File: config.mk
export PLATFORM = sky130hd
export DESIGN_NAME = goa_fold
export DESIGN_NICKNAME = d
export VERILOG_FILES = /design/src/goa_pkg.sv /design/src/goa_fold.sv
export SDC_FILE = /design/constraint.sdc
export NUM_CORES = 1
export LEC_CHECK = 0
export ABC_AREA = 1
export BUFFER_PORTS_ARGS = -buffer_cell sky130_fd_sc_hd__buf_2
export CAP_MARGIN = 20
export CORE_ASPECT_RATIO = 0.6
export CORE_UTILIZATION = 40
export CTS_CLUSTER_DIAMETER = 100
export DETAILED_ROUTE_END_ITERATION = 8
export HOLD_SLACK_MARGIN = 0.03
export PLACE_DENSITY_LB_ADDON = 0.15
export RECOVER_POWER = 25
export SYNTH_ARGS = -nofsm -noshare
export SYNTH_HDL_FRONTEND = slang
export SYNTH_SLANG_ARGS = --single-unit
export TNS_END_PERCENT = 1
File: constraint.sdc
create_clock -name clk -period 2.75 [get_ports clk]
set_input_delay 0.55 -clock clk [delete_from_list [all_inputs] [get_ports clk]]
set_output_delay 0.55 -clock clk [all_outputs]
set_load 0.005 [all_outputs]
File: src/goa_pkg.sv
// Shared types, constants and the elaboration-time arctangent table builder
// for the gradient orientation block. No dependencies.
package goa_pkg;

  // Table size must be a power of two; the index divider produces its bits.
  localparam int ATAN_TABLE_SIZE = 1024;
  localparam int IDX_W           = $clog2(ATAN_TABLE_SIZE);
  localparam int Q_W             = IDX_W + 1;          // index 0 .. ATAN_TABLE_SIZE
  localparam int DIV_STEPS       = IDX_W + 1;          // one quotient bit per stage
  localparam int MAG_W           = 16;                 // magnitude of a 16-bit input
  localparam int ANG_W           = 13;                 // table angle, at most pi/4
  localparam int ORI_W           = 15;                 // orientation, 0 .. pi

  // Angles in radians times 8192
  localparam logic [ORI_W-1:0] PI_Q13      = 15'd25736;
  localparam logic [ORI_W-1:0] HALF_PI_Q13 = 15'd12868;

  // Quadrant and swap decisions that ride along with each word
  typedef struct packed {
    logic swapped;    // vertical magnitude was strictly larger
    logic same_sign;  // first or third quadrant
    logic zero;       // both magnitudes are zero
  } ctl_t;

  typedef logic [ANG_W-1:0] atan_rom_t [0:ATAN_TABLE_SIZE];

  // Shift-subtract unsigned division, elaboration use only
  function automatic logic [63:0] udiv64(input logic [63:0] num, input logic [63:0] den);
    logic [63:0] quo;
    logic [64:0] rem;
    quo = '0;
    rem = '0;
    for (int b = 63; b >= 0; b--) begin
      rem = {rem[63:0], num[b]};
      if (rem >= {1'b0, den}) begin
        rem    = rem - {1'b0, den};
        quo[b] = 1'b1;
      end
    end
    return quo;
  endfunction

  // atan(p / q) in Q31 by alternating power series, for p <= q / 2
  function automatic logic [63:0] series_q31(input logic [63:0] p, input logic [63:0] q);
    logic [63:0] z;
    logic [63:0] z2;
    logic [63:0] w;
    logic [63:0] sum;
    logic [63:0] term;
    z   = udiv64(p << 31, q);
    z2  = (z * z) >> 31;
    w   = z;
    sum = '0;
    for (int k = 0; k < 64; k++) begin
      if (w != 64'd0) begin
        term = udiv64(w, 64'(2 * k + 1));
        if ((k % 2) == 0) begin
          sum = sum + term;
        end else begin
          sum = sum - term;
        end
        w = (w * z2) >> 31;
      end
    end
    return sum;
  endfunction

  // Round a Q31 angle to Q13
  function automatic logic [ANG_W-1:0] q31_to_q13(input logic [63:0] v);
    logic [63:0] r;
    r = (v + 64'(1 << 17)) >> 18;
    return r[ANG_W-1:0];
  endfunction

  // Build atan(i / N) for i = 0 .. N
  function automatic atan_rom_t build_atan_rom();
    atan_rom_t   rom;
    logic [63:0] quarter;
    logic [63:0] n;
    logic [63:0] v;
    n       = 64'(ATAN_TABLE_SIZE);
    quarter = 64'd4 * series_q31(64'd1, 64'd5) - series_q31(64'd1, 64'd239);
    for (int i = 0; i <= ATAN_TABLE_SIZE; i++) begin
      if (64'(2 * i) <= n) begin
        v = series_q31(64'(i), n);
      end else begin
        v = quarter - series_q31(n - 64'(i), n + 64'(i));
      end
      rom[i] = q31_to_q13(v);
    end
    return rom;
  endfunction

endpackage

File: src/goa_fold.sv
// First stage: magnitudes, swap so the smaller sits over the larger, quadrant flags.
// Depends on goa_pkg.
module goa_fold (
  input  logic                         clk,
  input  logic                         rst,
  input  logic                         en,
  input  logic                         in_valid,
  input  logic signed [15:0]           grad_x,
  input  logic signed [15:0]           grad_y,
  output logic                         out_valid,
  output logic [goa_pkg::MAG_W-1:0]    lo,
  output logic [goa_pkg::MAG_W-1:0]    hi,
  output goa_pkg::ctl_t                ctl
);

  logic                      x_neg;
  logic                      y_neg;
  logic [goa_pkg::MAG_W-1:0] ax;
  logic [goa_pkg::MAG_W-1:0] ay;
  logic                      swap;

  // Take magnitudes; the most negative input maps to 0x8000 exactly
  always_comb begin
    x_neg = grad_x[15];
    y_neg = grad_y[15];
    ax    = x_neg ? (~grad_x[15:0] + 16'd1) : grad_x[15:0];
    ay    = y_neg ? (~grad_y[15:0] + 16'd1) : grad_y[15:0];
    swap  = (ay > ax);
  end

  always_ff @(posedge clk) begin
    if (rst) begin
      out_valid <= 1'b0;
    end else if (en) begin
      out_valid <= in_valid;
    end
  end

  // Hold the folded pair
  always_ff @(posedge clk) begin
    if (en) begin
      lo            <= swap ? ax : ay;
      hi            <= swap ? ay : ax;
      ctl.swapped   <= swap;
      ctl.same_sign <= (x_neg == y_neg);
      ctl.zero      <= (ax == '0) && (ay == '0);
    end
  end

endmodule

== Word level (Yosys, flattened, before mapping) ==
Cells that the tools add are included.

* Flip-flop bits (word level): 36
* Bits of input ports: 36
* Output and inout port bits: 36
* Word-level logic and storage cells: 19

* $add $sub $neg: 2
* $lt $le $gt $ge: 1
* Eq/ne operators: 1
* Mux-type cells: 4
* Bitwise gates (word level): 2
* Reductions and logical operators: 3

{| class="wikitable"
|+ Operators with widths
! cell !! count
|-
| 16-bit two-way mux || 4
|-
| 16-bit by 1-bit adder with 16-bit output, second input constant || 2
|-
| 16-bit logical NOT || 2
|-
| 16-bit NOT || 2
|-
| 16-bit > comparator || 1
|-
| 1-bit == test || 1
|-
| 1-bit logical AND || 1
|}

== Logic depth before layout (Yosys ltp) ==
* Word-level depth: 5
* Gate-level depth with buffers: 19

== Worst setup path after synthesis ==
Ideal clock, no wire load.

* Path type: input -> register
* Start point: input port grad_y[0]
* End point: register lo[4] (netlist bit) (data pin)
* Setup time: 0.265 ns
* Arrival time: 2.427 ns
* Path slack: 0.058 ns
* Stages: 16
* Path through: inv_1 > ha_1 > nand2_2 > o21ai_2 > xor2_1 > inv_1 > ha_1 > nand4_1 > nor2_1 > nand2_1 > nand2_1 > nand2_1 > buf_4 > buf_6 > nand2_1 > o21ai_0

* Cells in the longest elaborated chain, start to end: 5

{| class="wikitable"
|+ Ends and longest elaborated chain
! what !! RTL line !! RTL
|-
| from (decl) || goa_fold.sv:9 || <nowiki>input logic signed [15:0] grad_y,</nowiki>
|-
| 16-bit NOT || goa_fold.sv:27 || <nowiki>ay = y_neg ? (~grad_y[15:0] + 16'd1) : grad_y[15:0];</nowiki>
|-
| 16-bit by 1-bit adder with 16-bit output || goa_fold.sv:27 ||
|-
| 16-bit two-way mux (*) || goa_fold.sv:27 ||
|-
| 16-bit > comparator || goa_fold.sv:28 || <nowiki>swap = (ay > ax);</nowiki>
|-
| 16-bit two-way mux (*) || goa_fold.sv:42 || <nowiki>lo <= swap ? ax : ay;</nowiki>
|-
| to (signal assigned) || goa_fold.sv:42 ||
|-
| to (decl) || goa_fold.sv:11 || <nowiki>output logic [goa_pkg::MAG_W-1:0] lo,</nowiki>
|}

Every way passes the cells marked *; elsewhere a longest branch is shown, timed or not.
A chain may end at the register's enable or synchronous reset.

== Worst setup path in the final report ==
* Start point: input port grad_y[1]
* End point: register hi[0] (netlist bit) (data pin)

* Cells in the longest elaborated chain, start to end: 5

{| class="wikitable"
|+ Ends and longest elaborated chain
! what !! RTL line !! RTL
|-
| 16-bit NOT || goa_fold.sv:27 ||
|-
| 16-bit by 1-bit adder with 16-bit output || goa_fold.sv:27 ||
|-
| 16-bit two-way mux (*) || goa_fold.sv:27 ||
|-
| 16-bit > comparator (*) || goa_fold.sv:28 ||
|-
| 16-bit two-way mux (*) || goa_fold.sv:43 || <nowiki>hi <= swap ? ay : ax;</nowiki>
|-
| to (signal assigned) || goa_fold.sv:43 ||
|-
| to (decl) || goa_fold.sv:12 || <nowiki>output logic [goa_pkg::MAG_W-1:0] hi,</nowiki>
|}

Marks and branches as above.

==> impl_metrics.env <==
export IMPL_rr_worst_depth=2
export IMPL_post_synth_cell_area_avg_um2=7.00
export IMPL_power_density_nw_per_um2=463
export IMPL_power_mw=1.99
export IMPL_ioPinCount=72
export IMPL_period_needed_ps=2610
export IMPL_synth_edf_count=35
export IMPL_worst_pin_slew_ps=852
export IMPL_num_vias=3255
export IMPL_synthSimpleGateAreaFrac=0.378
export IMPL_grt_pass1_vias=2750
export IMPL_cts_sinks=36
export IMPL_cp_endpoint="hi[0]"
export IMPL_reg2reg_from="out_valid"
export IMPL_synth_seq_cells=36
export IMPL_synth_fa_ha_area_frac=0.0760
export IMPL_syn_instance_count=423
export IMPL_path_class="in2reg"
export IMPL_synthMuxAreaShare=0.00338
export IMPL_crit_path_end_kind="flop"
export IMPL_clkTransAtPathRegs_ps=60
export IMPL_htreeDepth=2
export IMPL_maxCapViolations=0
export IMPL_rrSetupSlack_ps=2160
export IMPL_cts_tree="done"
export IMPL_yosysMostFrequentCell="nand2_1"
export IMPL_clock_skew_ps=0
export IMPL_max_freq_mhz=383
export IMPL_hold_class="in2reg"
export IMPL_synth_common_cells="150 x nand2_1, 50 x inv_1, 39 x nor2_1"
export IMPL_clk_insertion_delay_late_ps=290
export IMPL_firstDrtPassIters=5
export IMPL_drt_iter0_markers=224
export IMPL_grtUsageTotal=0.235
export IMPL_antenna_found_initial=0
export IMPL_synth_top_cell_area_share=0.355
export IMPL_setup_worst_path_start="grad_y[1]"
export IMPL_clock_root_buffer="clkbuf_16"
export IMPL_ys_seq_area_frac=0.362
export IMPL_synth_top_family_by_area="simple AND/OR/NAND/NOR gates"
export IMPL_synth_compound_area_frac=0.0765
export IMPL_crit_slowest_cell="ha_4"
export IMPL_cp_max_fo=12
export IMPL_dieArea_um2=7760
export IMPL_rsz0062_at_grt="true"
export IMPL_dp_hpwl_um=7170
export IMPL_yosys_area_share_xor_xnor=0.00887
export IMPL_ctsLongestPathBuffers=2
export IMPL_outcome="finished clean"
export IMPL_worst_path_buf_inv=4
export IMPL_overflow=0
export IMPL_place_congestion=0.874
export IMPL_rows=23
export IMPL_die_w_um=113
export IMPL_core_um2=6910
export IMPL_portBuffers=71
export IMPL_grt_pass1_wl_um=13700
export IMPL_vias_per_cell=4.84
export IMPL_r2r_end="out_valid"
export IMPL_setup_viol=0
export IMPL_synth_ff_type="edfxtp_1"
export IMPL_drcViolationCount=0
export IMPL_critical_path_cell_chain="buf_2, buf_4, nor2_4, nand3_4, nor2_4, inv_1, nand3b_1, nand2_2, ha_4, a21oi_1, nand3b_1, a21oi_1, nor2_1, nand2_2, nand2_4, buf_6, nand2_1, o21ai_0"
export IMPL_timing_hold_ws_ps=409
export IMPL_postCtsHoldBufs=0
export IMPL_drv_slew=0
export IMPL_netlist_area_um2=2960
export IMPL_synth_area_leaders="edfxtp_1 35%, nand2_1 19%, ha_1 7.6%"
export IMPL_crit_required_ps=2780
export IMPL_antenna_cells=0
export IMPL_utilization=0.623
export IMPL_arrival_ps=2640
export IMPL_yosys_warnings=0
export IMPL_cts_buffers=5
export IMPL_relSlewSlack=0.432
export IMPL_synth_largest_area_cell="edfxtp_1"
export IMPL_syn_nets=477
export IMPL_die_height_um=68.7
export IMPL_fin_ws_ps=136
export IMPL_ir_worst_vdd_mv=0.184
export IMPL_synth_cell_types=28
export IMPL_worst_path_largest_cell_delay_ps=280
export IMPL_crit_cells=18
export IMPL_synthArstFlopShare=0
export IMPL_hold_viol_final=0
export IMPL_grt_max_degree=37
export IMPL_syn_to_final_growth_pct=45.2
export IMPL_pre_cts_ws_ps=-322
export IMPL_nets=638
export IMPL_leakagePower_nw=2.20
export IMPL_tns_ps=0
export IMPL_startpoint_type="primary input"
export IMPL_drtAntennaViolNets=0
export IMPL_min_period_over_period=0.950
export IMPL_start_util=0.429
export IMPL_wl_um=8820
export IMPL_drive_gt1_frac=0.350
export IMPL_crit_family="simple AND/OR/NAND/NOR gates"
export IMPL_wl_per_cell_um=13.1
[power breakdown]
group	switching, mW	total (mW)	internal (mW)
Clock	0.236	0.570	0.334
Combinational	0.380	0.694	0.314
Sequential	0.0194	0.729	0.709
[layout make-up]
| cell class | count | area (µm²) |
|---|---|---|
| Inverter | 54 | 203 |
| Clock inverter | 3 | 18.8 |
| Multi-Input combinational cell | 323 | 1710 |
| Fill cell | 652 | 2610 |
| Sequential cell | 36 | 1070 |
| Timing Repair Buffer | 164 | 1070 |
| Tap cell | 87 | 109 |
| Clock buffer | 5 | 125 |
[sequential cells by signal, indices dropped and copies added, names as in the netlist]
register and flops:
lo 16, hi 16, out_valid 1, ctl 3
[routing by layer]
metal / share of wire / up-vias / track usage
met5: 0 / - / 0
met4: 0.0082 / 0 / 0.0543
met3: 0.065 / 8 / 0.0393
met2: 0.38 / 98 / 0.321
met1: 0.55 / 1448 / 0.373
li1: - / 1701 / -
[through the flow]
stage | cells | cell area (µm²)
final | 672 | 4300
after global routing | 672 | 4300
after CTS | 672 | 4190
after detailed placement | 664 | 4040
after global placement | 664 | 4040
after floorplan | 423 | 2960
[cell families after synthesis]
kind of cell | count (synthesis)
mux | 1
flops | 36
buf+inv | 64
compound gates | 44
simple gates | 257
fa+ha+maj | 18
xor+xnor | 3
[what timing repair did]
| action | 4_1_cts | 5_1_grt |
|---|---|---|
| endpoints found under the setup margin | 12 | 33 |
| cloned | 0 | 0 |
| resized for setup | 1 | 35 |
| buffers inserted | 0 | 0 |
| pin swaps | 0 | 10 |
[worst register-to-register path, cell delays in order (launching register included)]
cell	delay, ps
dfxtp_1	310
mux2i_1	120
nor2_1	50
[placed cells by master, fill, tap and decap left out, drive strengths merged]
master and instances:
a21oi 10, and2 1, buf 153, clkbuf 16
clkinv 3, dfxtp 1, edfxtp 35, ha 18
inv 54, mux2i 1, nand2 159, nand3 38
nand3b 7, nand4 6, nor2 45, nor3 1
o211ai 1, o21ai 33, xnor2 1, xor2 2
[worst min path at each step]
| stage | startpoint | end | slack [ps] | cells after the start |
|---|---|---|---|---|
| floorplan | out_valid | out_valid | 480 | 2 |
| global placement | out_valid | out_valid | 470 | 2 |
| detailed placement | out_valid | out_valid | 480 | 2 |
| CTS | rst | out_valid | 410 | 2 |
| global route | rst | out_valid | 420 | 2 |
| finish | rst | out_valid | 410 | 2 |
Note: power is estimated with default switching activity, not from simulation.
