===== src/goa_pkg.sv =====
// Shared types, constants and the elaboration-time arctangent table builder
// for the gradient orientation block. No dependencies.
package goa_pkg;

  // Table size must be a power of two; the index divider produces its bits.
  localparam int ATAN_TABLE_SIZE = 1024;
  localparam int IDX_W           = $clog2(ATAN_TABLE_SIZE);
  localparam int Q_W             = IDX_W + 1;          // index 0 .. ATAN_TABLE_SIZE
  localparam int DIV_STEPS       = IDX_W + 1;          // one quotient bit per stage
  localparam int MAG_W           = 16;                 // magnitude of a 16-bit input
  localparam int ANG_W           = 13;                 // table angle, at most pi/4
  localparam int ORI_W           = 15;                 // orientation, 0 .. pi

  // Angles in radians times 8192
  localparam logic [ORI_W-1:0] PI_Q13      = 15'd25736;
  localparam logic [ORI_W-1:0] HALF_PI_Q13 = 15'd12868;

  // Quadrant and swap decisions that ride along with each word
  typedef struct packed {
    logic swapped;    // vertical magnitude was strictly larger
    logic same_sign;  // first or third quadrant
    logic zero;       // both magnitudes are zero
  } ctl_t;

  typedef logic [ANG_W-1:0] atan_rom_t [0:ATAN_TABLE_SIZE];

  // Shift-subtract unsigned division, elaboration use only
  function automatic logic [63:0] udiv64(input logic [63:0] num, input logic [63:0] den);
    logic [63:0] quo;
    logic [64:0] rem;
    quo = '0;
    rem = '0;
    for (int b = 63; b >= 0; b--) begin
      rem = {rem[63:0], num[b]};
      if (rem >= {1'b0, den}) begin
        rem    = rem - {1'b0, den};
        quo[b] = 1'b1;
      end
    end
    return quo;
  endfunction

  // atan(p / q) in Q31 by alternating power series, for p <= q / 2
  function automatic logic [63:0] series_q31(input logic [63:0] p, input logic [63:0] q);
    logic [63:0] z;
    logic [63:0] z2;
    logic [63:0] w;
    logic [63:0] sum;
    logic [63:0] term;
    z   = udiv64(p << 31, q);
    z2  = (z * z) >> 31;
    w   = z;
    sum = '0;
    for (int k = 0; k < 64; k++) begin
      if (w != 64'd0) begin
        term = udiv64(w, 64'(2 * k + 1));
        if ((k % 2) == 0) begin
          sum = sum + term;
        end else begin
          sum = sum - term;
        end
        w = (w * z2) >> 31;
      end
    end
    return sum;
  endfunction

  // Round a Q31 angle to Q13
  function automatic logic [ANG_W-1:0] q31_to_q13(input logic [63:0] v);
    logic [63:0] r;
    r = (v + 64'(1 << 17)) >> 18;
    return r[ANG_W-1:0];
  endfunction

  // Build atan(i / N) for i = 0 .. N
  function automatic atan_rom_t build_atan_rom();
    atan_rom_t   rom;
    logic [63:0] quarter;
    logic [63:0] n;
    logic [63:0] v;
    n       = 64'(ATAN_TABLE_SIZE);
    quarter = 64'd4 * series_q31(64'd1, 64'd5) - series_q31(64'd1, 64'd239);
    for (int i = 0; i <= ATAN_TABLE_SIZE; i++) begin
      if (64'(2 * i) <= n) begin
        v = series_q31(64'(i), n);
      end else begin
        v = quarter - series_q31(n - 64'(i), n + 64'(i));
      end
      rom[i] = q31_to_q13(v);
    end
    return rom;
  endfunction

endpackage


===== src/goa_div_step.sv =====
// One restoring-division stage: produces one quotient bit of the table index.
// Depends on goa_pkg.
module goa_div_step (
  input  logic                         clk,
  input  logic                         rst,
  input  logic                         en,
  input  logic                         in_valid,
  input  logic [goa_pkg::MAG_W:0]      trial,
  input  logic [goa_pkg::MAG_W-1:0]    hi_in,
  input  logic [goa_pkg::Q_W-1:0]      q_in,
  input  goa_pkg::ctl_t                ctl_in,
  output logic                         out_valid,
  output logic [goa_pkg::MAG_W-1:0]    rem,
  output logic [goa_pkg::MAG_W-1:0]    hi_out,
  output logic [goa_pkg::Q_W-1:0]      q_out,
  output goa_pkg::ctl_t                ctl_out
);

  logic                    fits;
  logic [goa_pkg::MAG_W:0] diff;

  // Compare and subtract the divisor
  always_comb begin
    fits = (trial >= {1'b0, hi_in});
    diff = trial - {1'b0, hi_in};
  end

  always_ff @(posedge clk) begin
    if (rst) begin
      out_valid <= 1'b0;
    end else if (en) begin
      out_valid <= in_valid;
    end
  end

  // Advance remainder and partial quotient
  always_ff @(posedge clk) begin
    if (en) begin
      rem     <= fits ? diff[goa_pkg::MAG_W-1:0] : trial[goa_pkg::MAG_W-1:0];
      hi_out  <= hi_in;
      q_out   <= {q_in[goa_pkg::Q_W-2:0], fits};
      ctl_out <= ctl_in;
    end
  end

endmodule


===== config.mk =====
export PLATFORM = sky130hd
export DESIGN_NAME = goa_div_step
export DESIGN_NICKNAME = d
export VERILOG_FILES = /design/src/goa_pkg.sv /design/src/goa_div_step.sv
export SDC_FILE = /design/constraint.sdc
export NUM_CORES = 1
export LEC_CHECK = 0
export ABC_AREA = 1
export BUFFER_PORTS_ARGS = -buffer_cell sky130_fd_sc_hd__buf_2
export CAP_MARGIN = 20
export CORE_ASPECT_RATIO = 1.1
export CORE_MARGIN = 2
export CORE_UTILIZATION = 50
export DETAILED_ROUTE_END_ITERATION = 8
export GPL_ROUTABILITY_DRIVEN = 0
export PLACE_DENSITY = 0.8
export SLEW_MARGIN = 20
export SYNTH_ARGS = -nofsm -noshare
export SYNTH_HDL_FRONTEND = slang
export SYNTH_SLANG_ARGS = --single-unit

===== constraint.sdc =====
create_clock -name clk -period 4.6 [get_ports clk]
set_input_delay 0.69 -clock clk [delete_from_list [all_inputs] [get_ports clk]]
set_output_delay 0.69 -clock clk [all_outputs]
set_load 0.005 [all_outputs]

# Yosys cells after proc, flatten, opt, wreduce, memory -nomap -nowiden
# Cells that the tools add are included.
# word_totals
regBits,47
# classes
addsub,1
magnitude_cmp,1
muxes,1
# ops
cell,n
17-bit by 16-bit >= comparator with 1-bit output,1
16-bit 2-to-1 mux,1
16-bit subtractor,1

# Logic depth before layout (Yosys ltp)
# Gate-level depths: netlist of run 1.
# depth
ltp_word,2
ltp_mapped,14
mapped_depth_nobuf,13

# Least setup slack after synthesis of run 1
# Ideal clock, no wire load.
# synth_path
path_kind,in2reg
start,in hi_in[3] (netlist name)
end,reg rem[12] (netlist name) (data pin)
setup_ns,0.253
arrival_ns,1.907
required_time_ns,4.347
path_slack_ns,2.440
stages,14
n_path_buf,2
cell_sequence,inv_1 > ha_1 > nand2_1 > inv_1 > nand2_1 > nand2_1 > nand2_1 > nand3_2 > nand2_1 > nand2_2 > buf_6 > buf_12 > nand3_1 > nand2_1
# synth_between
elab_chain_cells,2
elab_cells_between_ends,3
# synth_rtl
item,line_no,rtl
start: declaration,goa_div_step.sv:9,"input logic [goa_pkg::MAG_W-1:0] hi_in,"
17-bit by 16-bit >= comparator with 1-bit output,goa_div_step.sv:24,"fits = (trial >= {1'b0, hi_in});"
named net fits,goa_div_step.sv:19,logic fits;
16-bit 2-to-1 mux,goa_div_step.sv:39,rem <= fits ? diff[goa_pkg::MAG_W-1:0] : trial[goa_pkg::MAG_W-1:0];
end signal: assignment,goa_div_step.sv:39,
end: declaration,goa_div_step.sv:13,"output logic [goa_pkg::MAG_W-1:0] rem,"
# The timed path passes the listed nets, and every way through them passes these cells.
# A chain may end at the register's enable or synchronous reset.

# Worst setup path in the final report of run 1
# layout_path
start,in hi_in[7] (netlist name)
end,reg rem[13] (netlist name) (data pin)
# layout_between
elab_chain_cells,2
elab_cells_between_ends,3
# layout_rtl
item,line_no
16-bit subtractor or 17-bit by 16-bit >= comparator with 1-bit output (tied branches),"goa_div_step.sv:25, goa_div_step.sv:24"
16-bit 2-to-1 mux (*),goa_div_step.sv:39
# Every way passes the cells marked *; elsewhere a longest branch is shown, timed or not.

==> qor.csv, run 1 <==
stage,metric,value,unit
sta,fin_tns_setup,0,ns
cells_and_area,num_antenna_cells,0,
global_routing,grt_pass1_vias,2181,
clocking,cts_inserted_buffers,5,
floorplanning,die_w,74.5,um
clocking,cts.sinks,47,
power_and_ir_drop,internal-power,730,uW
drt,postRouteAntennaNets,0,
clocking,cts.repair.resized,0,
global_routing,grtUsageTotal,18.8,%
clocking,cts_hold_buf,0,
sta,timing.final.crit_share,56.1,%
drt,viasPerCell,4.77,
logic_synthesis,synth_top_area_share,50.5,%
floorplanning,pin_count,98,
clocking,root_buffer,clkbuf_8,
worst_setup_path,crit_arrival,2.63,ns
run_status,status,"finished, final reports clean",
floorplanning,start_util,51.3,%
sta,tightestPinTransition,1.02,ns
logic_synthesis,synth_seq_area_share,51.3,%
power_and_ir_drop,p_switching,291,uW
logic_synthesis,synth_top_area_cell,edfxtp_1,
placed_design,port_buffers,96,
worst_setup_path,worstSetupPathType,in -> reg,
clocking,clock_path_buffers,2,
worst_setup_path,cp-end-kind,flip-flop,
sta,relSlewSlack,31.8,%
run,drv_cap,0,
floorplanning,core,5330,sq um
worst_setup_path,crit_chain,buf_2 -> inv_1 -> ha_1 -> nand2_1 -> nor2_1 -> nand2_1 -> nor2_1 -> nor2_1 -> nand2_2 -> inv_1 -> nand2_1 -> nand2_1,
floorplanning,rows,28,
drt,wl_per_cell,11.5,um
logic_synthesis,synth.distinct_cells,24,
power_and_ir_drop,leakage,1.79,nW
worst_setup_path,slowest_stage,ha_1,
power_and_ir_drop,p_seq_share,52.2,%
worst_setup_path,crit_top_cell,nand2_1,
global_routing,gr-total-overflow,0,
worst_setup_path,startpoint_type,input port,
clocking,cts_tree,yes,
logic_synthesis,synthTopCellsByArea,"edfxtp_1 (51%), nand2_1 (16%), inv_1 (8.2%)",
floorplanning,die_h,81.6,um
logic_synthesis,post_synth.cell_area_avg,8.60,sq um
sta,fin_worst_skew,0,ns
cells_and_area,final_common_cell,nand2_1,
drt,drc_errors,0,
logic_synthesis,netlist_area,2730,sq um
sta,fin_ws,2.02,ns
cells_and_area,area_growth,22.7,%
worst_setup_path,crit_required,4.66,ns
power_and_ir_drop,netSwitchingFraction,28.5,%
logic_synthesis,synth-warning-count,0,
logic_synthesis,netlist_instances,318,
drt,first_pass_iters,4,
sta,hold_viol,0,
sta,grt_setup_unrepaired,false,
clocking,clk_pin_slew,0.08,ns
floorplanning,dieArea,6080,sq um
sta,final.min_clock_period,2.58,ns
cells_and_area,register_area,1400,sq um
power_and_ir_drop,combPwrFrac,23.7,%
drt,drt-total-wl,5680,um
sta,slew_violations,0,
placed_design,dpl.hpwl,4380,um
clocking,insertion_delay,0.29,ns
drt,num_vias,2354,
power_and_ir_drop,ir_worst_vdd,117,uV
sta,max_freq,0.388,GHz
cells_and_area,finalNetCount,486,
worst_setup_path,path_max_fanout,20,
logic_synthesis,syn-num-nets,386,
drt,drt-initial-drc-count,156,
cells_and_area,layout_common_cells,"nand2_1 (120), buf_2 (96), inv_1 (60)",
global_routing,grt_antenna_before_repair,0,
cells_and_area,multiInputGateArea,1060,sq um
hold_path,min_path_type,reg -> reg,
cells_and_area,drive_above_1_share,26.5,%
sta,setup_viol,0,
clocking,htreeDepth,2,
placed_design,detailedPlace.worstSlack,1.70,ns
power_and_ir_drop,power.density,304,nW/um^2
logic_synthesis,ys_ff_latch,47,
power_and_ir_drop,pwr-share-clk,24.1,%
worst_setup_path,cpPeakStageDelay,0.35,ns
clocking,post_cts_buffers,0,
global_routing,grt_pass1_wl,8850,um
global_routing,grt_max_degree,48,
cells_and_area,fillCellCount,503,
worst paths after layout:
check	startpoint	slack [ns]	cells past startpoint	to
worst max register to register	out_valid$_SDFFE_PP0P_	3.98	2	out_valid$_SDFFE_PP0P_
worst max-delay path	hi_in[7]	2.02	12	rem[13]$_DFFE_PP_
worst min register to register	out_valid$_SDFFE_PP0P_	0.54	2	out_valid$_SDFFE_PP0P_
worst min-delay path	out_valid$_SDFFE_PP0P_	0.54	2	out_valid$_SDFFE_PP0P_
registers in the layout, indices dropped and copies added, names as in the netlist:
name       cells
out_valid      1
ctl_out        3
rem           16
q_out         11
hi_out        16
cells by family (layout without fill, tap and decap cells):
family / Yosys count / count (layout) / share of synthesized area, %
AO/OA/AOI/OAI: 12 / 12 / 2.29
AND/OR/NAND/NOR: 172 / 172 / 26.3
buffers and inverters: 63 / 164 / 9.79
multiplexers: 1 / 1 / 0.366
XOR/XNOR: 6 / 6 / 1.92
flip-flops: 47 / 47 / 51.3
adder cells (fa/ha/maj): 17 / 17 / 8.05
power groups by stage:
stage	combinational [mW]	sequential, mW	clock [mW]
2_1_floorplan	0.140	0.551	0
3_3_place_gp	0.235	0.541	0
3_5_place_dp	0.242	0.542	0
4_1_cts	0.244	0.533	0.258
5_1_grt	0.277	0.538	0.269
6_report	0.242	0.532	0.246
critical path: cells and delay by family:
family                   cells  cell delay [ns]
adder cells (fa/ha/maj)      1             0.35
AND/OR/NAND/NOR              8             1.10
buffers and inverters        3             0.47
cell usage after synthesis (all sizes together):
cell    count
nand2     122
inv        60
edfxtp     46
nor2       20
nand3      19
ha         16
a21oi       9
xor2        5
nand4       4
buf         3
and2        2
nand3b      2
nor3        2
o21ai       2
dfxtp       1
fa          1
mux2i       1
o21bai      1
or2         1
xnor2       1
routing by layer:
metal	GRT usage, %	share of wire [%]
met5	0	0
met4	6.79	1.6
met3	4.05	7.6
met1	20.2	40
met2	35.7	50
metrics by stage:
step                      std cells  utilization [%]  instance area, sq um  hold WS (ns)  total power [mW]
after detailed placement        486             61.3                  3270         0.538             0.785
after global placement          486             61.3                  3270         0.468             0.776
after floorplan                 318                -                  2730         0.485             0.690
final                           494             63.0                  3350         0.544              1.02
after global routing            494             63.0                  3350         0.556              1.08
after CTS                       494             63.0                  3350         0.558              1.03
final cells by class:
| cell class | instances | share of cell area [%] |
|---|---|---|
| Tap cell | 75 | 2.80 |
| Timing Repair Buffer | 96 | 14.3 |
| Multi-Input combinational cell | 208 | 31.7 |
| Clock inverter | 3 | 0.597 |
| Sequential cell | 47 | 41.8 |
| Clock buffer | 5 | 2.05 |
| Inverter | 60 | 6.71 |
Power figures use the tool's default switching activity.
==> run 2, diff against run 1 <==
- ABC_AREA: 1 -> 0
- CORE_UTILIZATION: 50 -> 49
- clock period: 4.6 -> 2.4 ns (I/O delays scaled with it)
==> run 2 against run 1 <==
Against the previous run:
- worst hold slack worse by 0.32 ns
- routed wire length down 2.7%
- synthesized area is 4.7% lower
- non-clock buffer count grew 33
- critical path type unchanged
- highest routed layer unchanged
==> qor.csv, run 2 <==
stage,metric,value,unit
power_and_ir_drop,ir_worst_vdd,267,uV
drt,drt-initial-drc-count,67,
global_routing,grt_pass1_wl,8370,um
sta,slew_violations,0,
global_routing,grt_antenna_before_repair,0,
sta,tightestPinTransition,0.379,ns
power_and_ir_drop,leakage,1.66,nW
power_and_ir_drop,total_power,2.04,mW
global_routing,grt_max_degree,19,
logic_synthesis,synth_xor_area_share,3.02,%
placed_design,port_buffers,96,
worst_setup_path,cpPeakStageDelay,0.38,ns
clocking,insertion_delay,0.29,ns
drt,drc_errors,0,
cells_and_area,area_growth,33.4,%
worst_setup_path,slowest_stage,fa_1,
clocking,clock_path_buffers,2,
placed_design,dpl.hpwl,4440,um
floorplanning,pin_count,98,
clocking,cts.repair.resized,0,
global_routing,grt_pass1_vias,1996,
global_routing,grt_util_met1,20.5,%
placed_design,place_area,3380,sq um
sta,hold_viol,0,
logic_synthesis,synth_seq_area_share,53.8,%
logic_synthesis,synth_edf_count,46,
logic_synthesis,netlist_instances,202,
logic_synthesis,synth_fa_ha_area_share,8.45,%
logic_synthesis,syn-num-nets,270,
drt,first_pass_iters,4,
floorplanning,start_util,51.4,%
run_status,status,"finished, final reports clean",
logic_synthesis,ys_top_cells_by_count,"edfxtp_1 (46), inv_1 (19), ha_1 (16)",
sta,setup_viol,0,
sta,relSlewSlack,74.8,%
hold_path,min_path_type,in -> reg,
logic_synthesis,yosys.cell_count.top_type,edfxtp_1,
drt,drt-total-wl,5520,um
global_routing,grtUsageTotal,18.2,%
floorplanning,core,5070,sq um
logic_synthesis,synth_compound_area_share,15.5,%
clocking,cts_inserted_buffers,5,
worst_setup_path,cp_top_family,adder cells,
floorplanning,die_h,80.5,um
cells_and_area,fin_area,3480,sq um
global_routing,top_usage_layer,met2,
drt,postRouteAntennaNets,0,
logic_synthesis,synth-main-ff-cell,edfxtp_1,
cells_and_area,layout_common_cells,"buf_2 (96), edfxtp_1 (46), buf_4 (33)",
sta,whs,0.222,ns
power_and_ir_drop,power.density,587,nW/um^2
drt,wl_per_cell,14.1,um
global_routing,gr-total-overflow,0,
cells_and_area,num_antenna_cells,0,
cells_and_area,drive_above_1_share,46.7,%
floorplanning,rows,27,
logic_synthesis,synth_top_area_share,53.0,%
worst_setup_path,path_max_fanout,2,
worst_setup_path,startpoint_type,input port,
clocking,cts.sinks,47,
cells_and_area,final_common_cell,buf_2,
drt,viasPerCell,5.28,
worst_setup_path,crit_required,2.45,ns
clocking,htreeDepth,2,
logic_synthesis,synthTopCellsByArea,"edfxtp_1 (53%), ha_1 (7.7%), mux2_4 (4.6%)",
worst_setup_path,path_buf_inv,3,
clocking,root_buffer,clkbuf_8,
cells_and_area,finalNetCount,401,
worst_setup_path,crit_arrival,2.25,ns
logic_synthesis,synth-warning-count,0,
logic_synthesis,async_flop_share,0,%
cells_and_area,multiInputGateArea,1100,sq um
clocking,cts_tree,yes,
clocking,post_cts_buffers,0,
logic_synthesis,post_synth.cell_area_avg,12.9,sq um
floorplanning,dieArea,5920,sq um
sta,final.min_clock_period,2.20,ns
sta,fin_worst_skew,0,ns
sta,timing.final.crit_share,91.6,%
logic_synthesis,synth.distinct_cells,47,
logic_synthesis,synth-simple-area-share,8.11,%
logic_synthesis,synth_top_area_cell,edfxtp_1,
global_routing,grtUsageMet2,33.6,%
run,drv_cap,0,
clocking,clk_pin_slew,0.08,ns
cells_and_area,register_area,1400,sq um
worst_setup_path,worstSetupPathType,in -> reg,
cells_and_area,reg_top3,"hi_out x16, rem x16, q_out x11",
worst_setup_path,cp-end-kind,flip-flop,
clocking,cts_hold_buf,0,
logic_synthesis,netlist_area,2610,sq um
logic_synthesis,ys_ff_latch,47,
drt,num_vias,2071,
cells_and_area,fillCellCount,379,
floorplanning,die_w,73.5,um
sta,max_freq,0.455,GHz
worst_setup_path,crit_chain,buf_2 -> inv_1 -> ha_1 -> fa_1 -> nor2b_1 -> o31ai_2 -> buf_4 -> a211oi_1 -> nor3_1 -> xnor2_1 -> mux2_4,
logic_synthesis,synthMuxAreaShare,5.81,%
global_routing,grt_use_met3,3.26,%
worst_setup_path,reg2reg_slack,1.81,ns
logic_synthesis,synth_top_family_by_area,compound AO/OA/AOI/OAI gates,
sta,grt_setup_unrepaired,false,
-- run 2: area by class of cell --
type	instances	share of cell area [%]
tap	58	2.09
clock inverter	3	0.576
timing repair buffer	129	20.9
multi-input combinational	130	31.5
inverter	20	2.59
sequential	47	40.3
clock buffer	5	1.98
-- run 2: worst register-to-register path: cells and delay by family, from the launching register on --
| kind | cells | cell delay [ns] |
|---|---|---|
| DFF | 1 | 0.31 |
| and+or+nand+nor | 1 | 0.06 |
| muxes | 1 | 0.12 |
-- run 2: through the flow --
step	setup slack, ns	std cells	utilization, %	TNS [ns]
after global placement	-0.0778	384	66.8	-0.597
after floorplan	-0.151	202	-	-1.21
after global routing	0.106	392	68.6	0
after detailed placement	-0.162	384	66.8	-0.868
after CTS	0.122	392	68.5	0
final	0.201	392	68.6	0
-- run 2: routing by layer --
metal / vias to the layer above / share of wire, %
met2: 74 / 51
li1: 1021 / -
met4: 0 / 1.5
met1: 967 / 42
met5: - / 0
met3: 9 / 6.0
-- run 2: cells by family (layout without fill, tap and decap cells) --
group | count (synthesis) | after routing
flops | 47 | 47
buf+inv | 25 | 157
fa+ha+maj | 17 | 17
compound gates | 52 | 52
mux | 11 | 11
simple gates | 41 | 41
xor+xnor | 9 | 9
-- run 2: power breakdown --
| part | internal (mW) | switching, mW |
|---|---|---|
| Combinational | 0.295 | 0.252 |
| Clock | 0.203 | 0.269 |
| Sequential | 1.00 | 0.0188 |
| Total | 1.50 | 0.540 |
-- run 2: path summary, 6_finish.rpt --
path,start,to,depth (start not counted)
hold reg to reg,out_valid$_SDFFE_PP0P_,out_valid$_SDFFE_PP0P_,2
setup / recovery,trial[0],rem[10]$_DFFE_PP_,11
setup reg to reg,out_valid$_SDFFE_PP0P_,out_valid$_SDFFE_PP0P_,2
hold / removal,rst,out_valid$_SDFFE_PP0P_,2
